## config.mk

```make
export PLATFORM = sky130hd
export DESIGN_NAME = fnp_ctrl
export DESIGN_NICKNAME = d
export VERILOG_FILES = /design/src/rtl/core/fnp_pkg.sv /design/src/rtl/core/fnp_ctrl.sv
export SDC_FILE = /design/constraint.sdc
export NUM_CORES = 1
export LEC_CHECK = 0
export ABC_AREA = 1
export BUFFER_PORTS_ARGS = -buffer_cell sky130_fd_sc_hd__buf_2
export CAP_MARGIN = 25
export CORE_MARGIN = 1
export CORE_UTILIZATION = 30
export CTS_CLUSTER_DIAMETER = 60
export DETAILED_ROUTE_END_ITERATION = 6
export GPL_TIMING_DRIVEN = 1
export HOLD_SLACK_MARGIN = 0.08
export PLACE_DENSITY = 0.59
export SETUP_SLACK_MARGIN = 0.5
export SLEW_MARGIN = 20
export SYNTH_ARGS = -nofsm -noshare
export SYNTH_HDL_FRONTEND = slang
export SYNTH_SLANG_ARGS = --single-unit
```

## constraint.sdc

```tcl
create_clock -name i_clk -period 1.6 [get_ports i_clk]
set_input_delay 0.16 -clock i_clk [delete_from_list [all_inputs] [get_ports i_clk]]
set_output_delay 0.16 -clock i_clk [all_outputs]
set_load 0.01 [all_outputs]
```

## src/rtl/core/fnp_pkg.sv

```systemverilog
// Shared types and constants of the face normal packer.
package fnp_pkg;

    localparam int NUM_COMP = 3;
    localparam int BYTE_W   = 8;

    localparam logic [1:0] COMP_LAST = 2'd2;
    localparam logic [2:0] BIT_TOP   = 3'd7;

    typedef enum logic [2:0] {
        ST_IDLE,
        ST_MAC,
        ST_DRAIN,
        ST_INIT,
        ST_SUM,
        ST_DECIDE,
        ST_FINISH
    } t_state;

    // Issue slots of the shared multiplier: cross product terms, then the
    // three partial products of each component square.
    typedef enum logic [3:0] {
        MS_NX_A,
        MS_NX_B,
        MS_NY_A,
        MS_NY_B,
        MS_NZ_A,
        MS_NZ_B,
        MS_X_HH,
        MS_X_HL,
        MS_X_LL,
        MS_Y_HH,
        MS_Y_HL,
        MS_Y_LL,
        MS_Z_HH,
        MS_Z_HL,
        MS_Z_LL
    } t_mstep;

    typedef struct packed {
        logic       mac_go;
        t_mstep     mac_step;
        logic       s_init;
        logic       s_sum;
        logic       s_decide;
        logic [1:0] comp;
        logic [2:0] bit_idx;
    } t_ctl;

endpackage

```

## src/rtl/core/fnp_ctrl.sv

```systemverilog
// Sequencer of the face normal packer: multiplier slots and search steps.
module fnp_ctrl (
    input  logic          i_clk,
    input  logic          i_rst_n,
    input  logic          i_in_valid,
    input  logic          i_zero,
    input  logic          i_out_free,
    output logic          o_in_ready,
    output logic          o_load,
    output fnp_pkg::t_ctl o_ctl
);

    fnp_pkg::t_state r_state, n_state;
    fnp_pkg::t_mstep r_mstep, n_mstep;
    logic [1:0]      r_comp, n_comp;
    logic [2:0]      r_bit, n_bit;

    always_ff @(posedge i_clk) begin
        if (!i_rst_n) begin
            r_state <= fnp_pkg::ST_IDLE;
            r_mstep <= fnp_pkg::MS_NX_A;
            r_comp  <= '0;
            r_bit   <= '0;
        end else begin
            r_state <= n_state;
            r_mstep <= n_mstep;
            r_comp  <= n_comp;
            r_bit   <= n_bit;
        end
    end

    always_comb begin
        n_state        = r_state;
        n_mstep        = r_mstep;
        n_comp         = r_comp;
        n_bit          = r_bit;
        o_in_ready     = 1'b0;
        o_load         = 1'b0;
        o_ctl          = '0;
        o_ctl.mac_step = r_mstep;
        o_ctl.comp     = r_comp;
        o_ctl.bit_idx  = r_bit;
        unique case (r_state)
            fnp_pkg::ST_IDLE: begin
                o_in_ready = 1'b1;
                n_mstep    = fnp_pkg::MS_NX_A;
                if (i_in_valid) begin
                    n_state = fnp_pkg::ST_MAC;
                end
            end
            fnp_pkg::ST_MAC: begin
                o_ctl.mac_go = 1'b1;
                if (r_mstep == fnp_pkg::MS_Z_LL) begin
                    n_state = fnp_pkg::ST_DRAIN;
                end else begin
                    n_mstep = fnp_pkg::t_mstep'(r_mstep + 4'd1);
                end
            end
            fnp_pkg::ST_DRAIN: begin
                // The last square lands here; the normal itself is long settled.
                n_comp = '0;
                if (i_zero) begin
                    n_state = fnp_pkg::ST_FINISH;
                end else begin
                    n_state = fnp_pkg::ST_INIT;
                end
            end
            fnp_pkg::ST_INIT: begin
                o_ctl.s_init = 1'b1;
                n_bit        = fnp_pkg::BIT_TOP;
                n_state      = fnp_pkg::ST_SUM;
            end
            fnp_pkg::ST_SUM: begin
                o_ctl.s_sum = 1'b1;
                n_state     = fnp_pkg::ST_DECIDE;
            end
            fnp_pkg::ST_DECIDE: begin
                o_ctl.s_decide = 1'b1;
                if (r_bit == 3'd0) begin
                    if (r_comp == fnp_pkg::COMP_LAST) begin
                        n_state = fnp_pkg::ST_FINISH;
                    end else begin
                        n_comp  = r_comp + 2'd1;
                        n_state = fnp_pkg::ST_INIT;
                    end
                end else begin
                    n_bit   = r_bit - 3'd1;
                    n_state = fnp_pkg::ST_SUM;
                end
            end
            fnp_pkg::ST_FINISH: begin
                if (i_out_free) begin
                    o_load  = 1'b1;
                    n_state = fnp_pkg::ST_IDLE;
                end
            end
            default: begin
                n_state = fnp_pkg::ST_IDLE;
            end
        endcase
    end

endmodule

```

==> metrics <==
status=complete, no violations; Max Cap Viol=0; Synth area leaders=dfxtp_1 33%, nor2_1 9.7%, inv_1 8.7%; CP Max Fanout=5; die area=2650 um^2; Yosys cell types=20; Max Clk Rate=0.784 GHz; Clk pwr share=10.8%; Worst path top cell family by delay=flip-flops; row count=17; Inserted Diodes=0; Num CTS Buffers=3; post-synthesis net count=120; clk sinks=12; Die X=51.5 um; RSZ-0062 raised after global routing=true; GRT Total Usage=17.4%; fin nets=159; design area=1310 um^2; Setup TNS=0 ns; final setup skew=0.00907 ns; Mapped Avg Cell Area=6.69 um^2; global route overflow=0; fin crit period=1.28 ns; CTS max path bufs=2; switching power=0.000855 W; Tcrit/Tclk final=79.7%; GP Congestion=0.781; Vias=850; post-synthesis register bit count=12; slew of the pin with the lowest slew margin=0.190 ns; die height=51.5 um; I/O pin total=20; CTS tree=done; starting density of the core=32.6%; critical path's largest stage delay=0.42 ns; Syn Std Cell Area=736 um^2; register clock-pin slew on the reported worst setup and hold paths=0.08 ns; first-pass GRT wire length=3480 um; Fin. Hold Viols=0; WL/cell=12.1 um; Pre-Repair DR Iteration Count=4; sequential power share=27.2%; DP HPWL=1370 um; ratio of cells with drive above 1 in the final layout=65.5%; internal power=0.00106 W; vias per inst=4.83; Seq/Total Area, Yosys=32.7%; Data required, critical path=1.44 ns; largest net degree at the start of global routing=10; slowest cell on the critical path=dfxtp_4; WP data arrival=1.12 ns; Port-buffer cells=19; WL final=2130 um; WS Path Type=reg2out; Cell Area, Placed=942 um^2; maximum vdd drop=0.829 mV; clk_lat worst skew=0.28 ns; CTS H-tree depth=1; Layout area overhead=77.7%; leakage=0.590 nW; CP bufs+invs=3; final setup fails=0; main flop type after synthesis=dfxtp_1; Yosys warnings=0; Final ANT Viol Nets=0; antenna violations before repair=0; root buffer cell=clkbuf_4; Worst setup SP type=register; EDFF count, synth=0; number of global-route vias before repair=829; Hold-fix buffers, CTS=0; Comb power frac=62.0%; Slew Limit Headroom=87.4%; share of Yosys cell area claimed by the top area cell type=32.7%; Power Density=1460 nW/um^2; fraction of registers with async set or reset after synthesis=0%; Max Slew Vio Count=0; sw frac=44.7%; worst hold path type=in2reg; CP Capture Type=primary output; DRC viols=0; Synth Instances=110; initial DRC count=11; worst-path cell chain=inv_4, buf_12, nor2_4, buf_6; core footprint=2250 um^2; cell taking the most area after synthesis=dfxtp_1
## synth_stat cells (2+ instances only)
master	count
a21oi_1	9
dfxtp_1	12
ha_1	5
inv_1	17
inv_2	3
nand2_1	16
nand2_2	2
nand3_1	7
nand3_2	2
nand3b_1	2
nor2_1	19
nor2_2	2
o21ai_0	6
o21ai_1	2
## registers in the layout, summed over array words and instances, names as in the netlist
name     cells
r_bit        3
r_comp       2
r_mstep      4
r_state      3
## final timing paths
path / end / slack (ns) / depth (start not counted) / start
hold / removal: r_state[1] / 0.19 / 3 / i_rst_n
hold reg to reg: r_bit[2] / 0.51 / 2 / r_bit[2]
setup reg to reg: r_comp[0] / 0.34 / 7 / r_comp[0]
setup / recovery: o_ctl[7] / 0.32 / 4 / r_state[0]
## per-stage QoR
step	hold WS [ns]	setup WS, ns	cells	util [%]	power (W)
6_report	0.189	0.324	176	58.0	0.00191
3_3_place_gp	0.455	0.325	157	41.8	0.00122
3_5_place_dp	0.460	0.327	157	41.8	0.00124
2_1_floorplan	0.258	0.404	110	-	0.00104
4_1_cts	0.156	0.323	174	52.7	0.00174
5_1_grt	0.181	0.265	176	58.0	0.00206
## layout make-up
class                           count  area [um^2]
Multi-Input combinational cell     78          614
Timing Repair Buffer               34          274
Inverter                           20         95.1
Sequential cell                    12          263
Tap cell                           28         35.0
Clock buffer                        4         26.3
Fill cell                         214          947
## power groups by stage
stage          registers [W]  logic, W  clock network [W]
2_1_floorplan       0.000479  0.000562                  0
3_3_place_gp        0.000467  0.000753                  0
3_5_place_dp        0.000472  0.000765                  0
4_1_cts             0.000512   0.00102           0.000211
5_1_grt             0.000529   0.00129           0.000239
6_report            0.000521   0.00119           0.000206
## worst register-to-register path, cell delays in order, from the launching register on
cell and delay [ns]:
dfxtp_2 0.34, inv_2 0.05, ha_4 0.15, nand3b_1 0.20, o21ai_2 0.20, inv_2 0.07
a21oi_2 0.10, nor2_1 0.05
## layout by cell type, fill, tap and decap left out, types with 2 or more instances in the layout
cell / n
nand3_1: 4
o21ai_2: 4
nor2_2: 2
o21ai_0: 3
inv_2: 7
nand3b_1: 2
inv_1: 7
a21oi_1: 3
nand2_2: 6
dfxtp_1: 2
a21oi_2: 6
buf_4: 8
inv_4: 5
buf_6: 11
nand3_4: 2
ha_4: 4
nand2_4: 2
dfxtp_2: 6
nand2_1: 10
nor2_1: 15
nor2_4: 5
buf_2: 14
nand3_2: 3
dfxtp_4: 4
clkbuf_4: 3
## per-layer routing
| metal | up-vias | track usage [%] | part of all wire (%) |
|---|---|---|---|
| met1 | 396 | 19.3 | 41 |
| met2 | 22 | 32.7 | 54 |
| met3 | 2 | 6.14 | 4.0 |
| li1 | 430 | - | - |
| met5 | - | 0 | 0 |
| met4 | 0 | 1.35 | 0.66 |
## timing repair
item / in CTS / in global routing
setup endpoints to repair: 18 / 19
endpoints found under the hold margin: 0 / 0
setup buffers: 13 / 2
gates resized for setup: 31 / 34
pin swaps: 14 / 18
## kinds of logic after synthesis
kind of cell	Yosys count	synth area share (%)
and+or+nand+nor	54	34.9
buffers and inverters	20	10.2
AOI/OAI and AO/OA	18	12.6
DFF	12	32.7
adders and majority gates	5	8.50
xor gates and xnor gates	1	1.19
Power figures use the tool's default switching activity.
