**config.mk**
```make
export PLATFORM = sky130hd
export DESIGN_NAME = fnp_mac
export DESIGN_NICKNAME = d
export VERILOG_FILES = /design/src/rtl/core/fnp_pkg.sv /design/src/rtl/core/fnp_mac.sv
export SDC_FILE = /design/constraint.sdc
export NUM_CORES = 2
export LEC_CHECK = 0
export ABC_CLOCK_PERIOD_IN_PS = 22600
export CORE_ASPECT_RATIO = 0.6
export CORE_MARGIN = 2
export CORE_UTILIZATION = 34
export CTS_CLUSTER_SIZE = 10
export DETAILED_ROUTE_END_ITERATION = 12
export DONT_BUFFER_PORTS = 1
export HOLD_SLACK_MARGIN = 0.06
export SLEW_MARGIN = 30
export SYNTH_ARGS = -nofsm -noshare
export SYNTH_HDL_FRONTEND = slang
export SYNTH_SLANG_ARGS = --single-unit
```
**constraint.sdc**
```tcl
create_clock -name i_clk -period 22.6 [get_ports i_clk]
set_input_delay 2.26 -clock i_clk [delete_from_list [all_inputs] [get_ports i_clk]]
set_output_delay 2.26 -clock i_clk [all_outputs]
set_load 0.01 [all_outputs]
```
**src/rtl/core/fnp_pkg.sv**
```systemverilog
// Shared types and constants of the face normal packer.
package fnp_pkg;

    localparam int NUM_COMP = 3;
    localparam int BYTE_W   = 8;

    localparam logic [1:0] COMP_LAST = 2'd2;
    localparam logic [2:0] BIT_TOP   = 3'd7;

    typedef enum logic [2:0] {
        ST_IDLE,
        ST_MAC,
        ST_DRAIN,
        ST_INIT,
        ST_SUM,
        ST_DECIDE,
        ST_FINISH
    } t_state;

    // Issue slots of the shared multiplier: cross product terms, then the
    // three partial products of each component square.
    typedef enum logic [3:0] {
        MS_NX_A,
        MS_NX_B,
        MS_NY_A,
        MS_NY_B,
        MS_NZ_A,
        MS_NZ_B,
        MS_X_HH,
        MS_X_HL,
        MS_X_LL,
        MS_Y_HH,
        MS_Y_HL,
        MS_Y_LL,
        MS_Z_HH,
        MS_Z_HL,
        MS_Z_LL
    } t_mstep;

    typedef struct packed {
        logic       mac_go;
        t_mstep     mac_step;
        logic       s_init;
        logic       s_sum;
        logic       s_decide;
        logic [1:0] comp;
        logic [2:0] bit_idx;
    } t_ctl;

endpackage

```
**src/rtl/core/fnp_mac.sv**
```systemverilog
// Shared multiplier with accumulators for the cross product and the squares.
module fnp_mac #(
    parameter int  COORD_BITS = 16,
    localparam int EW = COORD_BITS + 1,
    localparam int NW = 2 * COORD_BITS + 2,
    localparam int SW = 4 * COORD_BITS + 4
) (
    input  logic                 i_clk,
    input  logic                 i_rst_n,
    input  fnp_pkg::t_ctl        i_ctl,
    input  logic signed [EW-1:0] i_e1 [fnp_pkg::NUM_COMP],
    input  logic signed [EW-1:0] i_e2 [fnp_pkg::NUM_COMP],
    output logic [NW-1:0]        o_n [fnp_pkg::NUM_COMP],
    output logic [SW-1:0]        o_sq [fnp_pkg::NUM_COMP],
    output logic [SW-1:0]        o_sum
);

    localparam int HW    = COORD_BITS + 1;
    localparam int MW    = COORD_BITS + 2;
    localparam int PW    = 2 * MW;
    localparam int HH_SH = 2 * HW;
    localparam int HL_SH = HW + 1;

    logic signed [MW-1:0] ce1 [fnp_pkg::NUM_COMP];
    logic signed [MW-1:0] ce2 [fnp_pkg::NUM_COMP];
    logic signed [MW-1:0] hi  [fnp_pkg::NUM_COMP];
    logic signed [MW-1:0] lo  [fnp_pkg::NUM_COMP];
    logic signed [MW-1:0] op_a, op_b;

    logic signed [PW-1:0] r_prod;
    logic                 r_go_d;
    fnp_pkg::t_mstep      r_step_d;
    logic [NW-1:0]        r_acc;
    logic [NW-1:0]        r_n [fnp_pkg::NUM_COMP];
    logic [SW-1:0]        r_sq_acc;
    logic [SW-1:0]        r_sq [fnp_pkg::NUM_COMP];
    logic [SW-1:0]        r_sum;
    logic [SW-1:0]        prod_ext, term_hh, term_hl;

    // Each component is split into a signed upper half and an unsigned
    // lower half so that its square takes three products of the same unit.
    always_comb begin
        for (int i = 0; i < fnp_pkg::NUM_COMP; i++) begin
            ce1[i] = {i_e1[i][EW-1], i_e1[i]};
            ce2[i] = {i_e2[i][EW-1], i_e2[i]};
            hi[i]  = {r_n[i][NW-1], r_n[i][NW-1:HW]};
            lo[i]  = {1'b0, r_n[i][HW-1:0]};
        end
    end

    always_comb begin
        op_a = '0;
        op_b = '0;
        unique case (i_ctl.mac_step)
            fnp_pkg::MS_NX_A: begin op_a = ce1[1]; op_b = ce2[2]; end
            fnp_pkg::MS_NX_B: begin op_a = ce1[2]; op_b = ce2[1]; end
            fnp_pkg::MS_NY_A: begin op_a = ce1[2]; op_b = ce2[0]; end
            fnp_pkg::MS_NY_B: begin op_a = ce1[0]; op_b = ce2[2]; end
            fnp_pkg::MS_NZ_A: begin op_a = ce1[0]; op_b = ce2[1]; end
            fnp_pkg::MS_NZ_B: begin op_a = ce1[1]; op_b = ce2[0]; end
            fnp_pkg::MS_X_HH: begin op_a = hi[0];  op_b = hi[0];  end
            fnp_pkg::MS_X_HL: begin op_a = hi[0];  op_b = lo[0];  end
            fnp_pkg::MS_X_LL: begin op_a = lo[0];  op_b = lo[0];  end
            fnp_pkg::MS_Y_HH: begin op_a = hi[1];  op_b = hi[1];  end
            fnp_pkg::MS_Y_HL: begin op_a = hi[1];  op_b = lo[1];  end
            fnp_pkg::MS_Y_LL: begin op_a = lo[1];  op_b = lo[1];  end
            fnp_pkg::MS_Z_HH: begin op_a = hi[2];  op_b = hi[2];  end
            fnp_pkg::MS_Z_HL: begin op_a = hi[2];  op_b = lo[2];  end
            fnp_pkg::MS_Z_LL: begin op_a = lo[2];  op_b = lo[2];  end
            default: begin
                op_a = '0;
                op_b = '0;
            end
        endcase
    end

    // Sums are kept modulo the register width; every final value fits.
    assign prod_ext = {{(SW-PW){r_prod[PW-1]}}, r_prod};
    assign term_hh  = prod_ext << HH_SH;
    assign term_hl  = prod_ext << HL_SH;

    always_ff @(posedge i_clk) begin
        if (!i_rst_n) begin
            r_go_d <= 1'b0;
        end else begin
            r_go_d <= i_ctl.mac_go;
        end
    end

    always_ff @(posedge i_clk) begin
        r_prod   <= op_a * op_b;
        r_step_d <= i_ctl.mac_step;
        if (r_go_d) begin
            unique case (r_step_d)
                fnp_pkg::MS_NX_A, fnp_pkg::MS_NY_A, fnp_pkg::MS_NZ_A: begin
                    r_acc <= r_prod[NW-1:0];
                end
                fnp_pkg::MS_NX_B: r_n[0] <= r_acc - r_prod[NW-1:0];
                fnp_pkg::MS_NY_B: r_n[1] <= r_acc - r_prod[NW-1:0];
                fnp_pkg::MS_NZ_B: r_n[2] <= r_acc - r_prod[NW-1:0];
                fnp_pkg::MS_X_HH: begin
                    r_sq_acc <= term_hh;
                    r_sum    <= term_hh;
                end
                fnp_pkg::MS_Y_HH, fnp_pkg::MS_Z_HH: begin
                    r_sq_acc <= term_hh;
                    r_sum    <= r_sum + term_hh;
                end
                fnp_pkg::MS_X_HL, fnp_pkg::MS_Y_HL, fnp_pkg::MS_Z_HL: begin
                    r_sq_acc <= r_sq_acc + term_hl;
                    r_sum    <= r_sum + term_hl;
                end
                fnp_pkg::MS_X_LL: begin
                    r_sq[0] <= r_sq_acc + prod_ext;
                    r_sum   <= r_sum + prod_ext;
                end
                fnp_pkg::MS_Y_LL: begin
                    r_sq[1] <= r_sq_acc + prod_ext;
                    r_sum   <= r_sum + prod_ext;
                end
                fnp_pkg::MS_Z_LL: begin
                    r_sq[2] <= r_sq_acc + prod_ext;
                    r_sum   <= r_sum + prod_ext;
                end
                default: begin
                    r_acc <= r_acc;
                end
            endcase
        end
    end

    assign o_n   = r_n;
    assign o_sq  = r_sq;
    assign o_sum = r_sum;

endmodule

```
==> out/qor.json <==
{
  "synth-warning-count": {"value": 0},
  "reg2reg_to": {"value": "r_prod[34]"},
  "totalWireLength": {"value": 153, "unit": "mm"},
  "synth_top_cell_area_share": {"value": 31.9, "unit": "%"},
  "syn_avg_cell_area": {"value": 9.90, "unit": "sq um"},
  "dpl-instance-area": {"value": 45500, "unit": "sq um"},
  "drt_pre_antenna_iters": {"value": 9},
  "std_cell_rows": {"value": 101},
  "seqCellArea": {"value": 14600, "unit": "sq um"},
  "clk_root_buffer_cell": {"value": "sky130_fd_sc_hd__clkbuf_16"},
  "detail_route.iter0.violations": {"value": 4073},
  "cts-root-to-sink-buffers": {"value": 3},
  "routed.top_layer": {"value": "met4"},
  "synthesis.area": {"value": 43100, "unit": "sq um"},
  "final_layout_size_suffix_gt1_share": {"value": 5.86, "unit": "%"},
  "endpoints_failing_setup": {"value": 0},
  "synth_flop_cell": {"value": "sky130_fd_sc_hd__edfxtp_1"},
  "syn_inst": {"value": 4356},
  "top_count_cell_post_synth": {"value": "sky130_fd_sc_hd__inv_1"},
  "slew_violations": {"value": 0},
  "global_route_wire_length_before_repair": {"value": 223, "unit": "mm"},
  "post-cts-setup-buffer-count": {"value": 0},
  "cap_viol_max_count": {"value": 0},
  "syn2layout_area_growth": {"value": 9.82, "unit": "%"},
  "drcViolationCount": {"value": 0},
  "design.portCount": {"value": 491},
  "netlist_top_cells_area": {"value": "sky130_fd_sc_hd__edfxtp_1, sky130_fd_sc_hd__fa_1, sky130_fd_sc_hd__ha_1"},
  "hold_path.startpoint": {"value": "r_prod[31]"},
  "multiInputGateArea": {"value": 26300, "unit": "sq um"},
  "die_area": {"value": 130000, "unit": "sq um"},
  "ff2ff_path_depth": {"value": 25},
  "number_of_global_route_vias_before_repair": {"value": 32700},
  "core_area": {"value": 126000, "unit": "sq um"},
  "m1WireLength": {"value": 70.6, "unit": "mm"},
  "nFillCells": {"value": 12700},
  "cts.repair.resized": {"value": 0},
  "port-buffer-count": {"value": 0},
  "numClockSinks": {"value": 499},
  "grt_antenna_before_repair": {"value": 7},
  "synth_xor_area_share": {"value": 5.42, "unit": "%"},
  "tritoncts": {"value": "yes"},
  "holdCritPathClass": {"value": "reg2reg"},
  "cp_slowest_cell": {"value": "sky130_fd_sc_hd__nor2_1"},
  "route.met2.wl": {"value": 61.7, "unit": "mm"},
  "globalRouteTotalUtil": {"value": 23.0, "unit": "%"},
  "synthDistinctLibCells": {"value": 87},
  "cp.arrival": {"value": 11.50, "unit": "ns"},
  "chip_width": {"value": 464, "unit": "microns"},
  "worst-path-buf-inv": {"value": 4},
  "crit-reg2reg-launch": {"value": "o_n[67]"},
  "num-nets-final": {"value": 5156},
  "worst_setup_path_class": {"value": "in2reg"},
  "place.gp.congestion": {"value": 0.955},
  "post-place-cells": {"value": 5994},
  "timing.fmax": {"value": 0.0914, "unit": "GHz"},
  "grt-ovfl-total": {"value": 0},
  "status": {"value": "completed"},
  "finalClockSkew": {"value": 0.0545, "unit": "ns"},
  "post_synth_fa_ha_maj_area_fraction": {"value": 25.6, "unit": "%"},
  "wl_per_cell": {"value": 25.1, "unit": "microns"},
  "synth-seq-cells": {"value": 499},
  "finalHoldViolations": {"value": 0},
  "met3RoutedLength": {"value": 17.0, "unit": "mm"},
  "cts_hold_buffers": {"value": 0},
  "start_kind": {"value": "input pin"},
  "whs_path_depth": {"value": 1},
  "area_share_of_and_or_nand_nor_cells_after_synthesis": {"value": 12.3, "unit": "%"},
  "complex_gate_fraction_of_the_synthesized_area": {"value": 16.9, "unit": "%"},
  "min_delay_worst_endpoint": {"value": "r_acc[31]"},
  "floorplan.initialDensity": {"value": 34.2, "unit": "%"},
  "cpPeakStageDelay": {"value": 0.96, "unit": "ns"},
  "post_synth_mux_area_share": {"value": 0.284, "unit": "%"},
  "ant_nets_after_route": {"value": 0},
  "path_max_fanout": {"value": 29},
  "final_area": {"value": 47300, "unit": "sq um"},
  "clk_transition_reported_paths": {"value": 0.06, "unit": "ns"},
  "ys_seq_area_share": {"value": 33.8, "unit": "%"},
  "vias": {"value": 34500},
  "combinational_family_with_the_most_area_after_synthesis": {"value": "adder cells"},
  "tmin_final": {"value": 10.94, "unit": "ns"},
  "tightest_slew": {"value": 1.06, "unit": "ns"},
  "clk-insertion-delay-late": {"value": 0.68, "unit": "ns"},
  "post_drt_via_cell_ratio": {"value": 5.65},
  "place_hpwl": {"value": 117, "unit": "mm"},
  "timing.critical_path.to_type": {"value": "register"},
  "dieHeight": {"value": 280, "unit": "microns"},
  "fin_crit_sh": {"value": 48.4, "unit": "%"},
  "setup_total_negative_slack": {"value": 0, "unit": "ns"},
  "worstPathRequired": {"value": 23.16, "unit": "ns"},
  "clock_tree.htree_level_count": {"value": 2},
  "grt_start_max_net_pins": {"value": 65},
  "regToRegSetupSlack": {"value": 13.31, "unit": "ns"},
  "grt_setup_unrepaired": {"value": "false"},
  "synth_area_leader_cell": {"value": "sky130_fd_sc_hd__edfxtp_1"},
  "post_synth_most_frequent_cells": {"value": "sky130_fd_sc_hd__inv_1, sky130_fd_sc_hd__edfxtp_1, sky130_fd_sc_hd__nor2_1"},
  "postSynth.asyncResetShare": {"value": 0, "unit": "%"},
  "fin_cells": {"value": 6104},
  "worst_path_most_repeated_cell": {"value": "sky130_fd_sc_hd__fa_1"},
  "critical_path.top_delay_family": {"value": "adder cells"},
  "edff_count_synth": {"value": 458},
  "relSlewSlack": {"value": 29.3, "unit": "%"},
  "net_count_of_the_mapped_netlist": {"value": 5153},
  "cts_buffers": {"value": 61}
}
## layout by cell type (no fill, tap or decap), drive strengths merged, types with 46 or more instances in the layout
master    n
inv     518
edfxtp  458
nor2    380
nand2   367
ha      344
fa      336
a21oi   312
o21ai   175
xnor2   157
a21o    147
xor2    110
clkbuf   90
nand3    82
buf      78
a222oi   53
o21a     50
and3     47
nand2b   46
a22oi    46
nor2b    46
nor3     46
## through the flow
stage	hold WS (ns)	util, %	setup slack (ns)
after floorplan	0.545	-	12.28
after global placement	0.715	36.0	11.28
after detailed placement	0.716	36.1	11.18
after CTS	0.674	37.5	11.85
after global routing	0.690	37.5	11.10
final	0.669	37.5	11.66
## cell families (layout without fill, tap and decap cells)
family	after synthesis	count (layout)
XOR/XNOR	267	267
buffers and inverters	656	702
adder cells (fa/ha/maj)	680	680
AO/OA/AOI/OAI	1084	1084
AND/OR/NAND/NOR	1158	1158
flip-flops	499	499
other	0	3
multiplexers	12	12
## cell type report
type	count	share of cell area [%]
diodes	3	0.0159
well taps	1699	4.49
clock inverters	17	0.296
inverters	517	4.10
repair buffers	79	1.25
clock buffers	89	3.58
flip-flops and latches	499	30.8
multi-input cells	3201	55.5
## registers in the layout, summed over array words and instances (netlist names)
signal and flops:
r_prod 36, r_go_d 1, r_acc 34, o_sq 204, o_n 102, r_step_d 4, r_sq_acc 50, o_sum 68
## metal layers
layer / GRT usage [%] / vias up
li1: - / 15400
met1: 34.7 / 17100
met2: 32.4 / 1792
met3: 6.08 / 222
met4: 5.67 / 0
met5: 0 / -
## worst max-delay path by stage
stage,from,cells past startpoint,endpoint
2_1_floorplan,i_ctl[10],34,r_prod[34]
3_5_place_dp,i_ctl[9],27,r_prod[34]
6_report,i_ctl[8],27,r_prod[34]
3_3_place_gp,i_ctl[9],27,r_prod[34]
4_1_cts,i_ctl[9],27,r_prod[34]
5_1_grt,i_ctl[9],27,r_prod[34]
## worst register-to-register path: cells and delay by family, from the launching register on
kind | cells | cell delay, ns
AO/OA/AOI/OAI | 6 | 1.87
XOR/XNOR | 1 | 0.13
adder cells (fa/ha/maj) | 7 | 3.43
buffers and inverters | 4 | 0.20
flip-flops | 1 | 0.51
AND/OR/NAND/NOR | 7 | 3.04
Power is left out: the tool's default activity adds up to more than one toggle a clock period on the data nets, which glitch-free logic cannot reach.
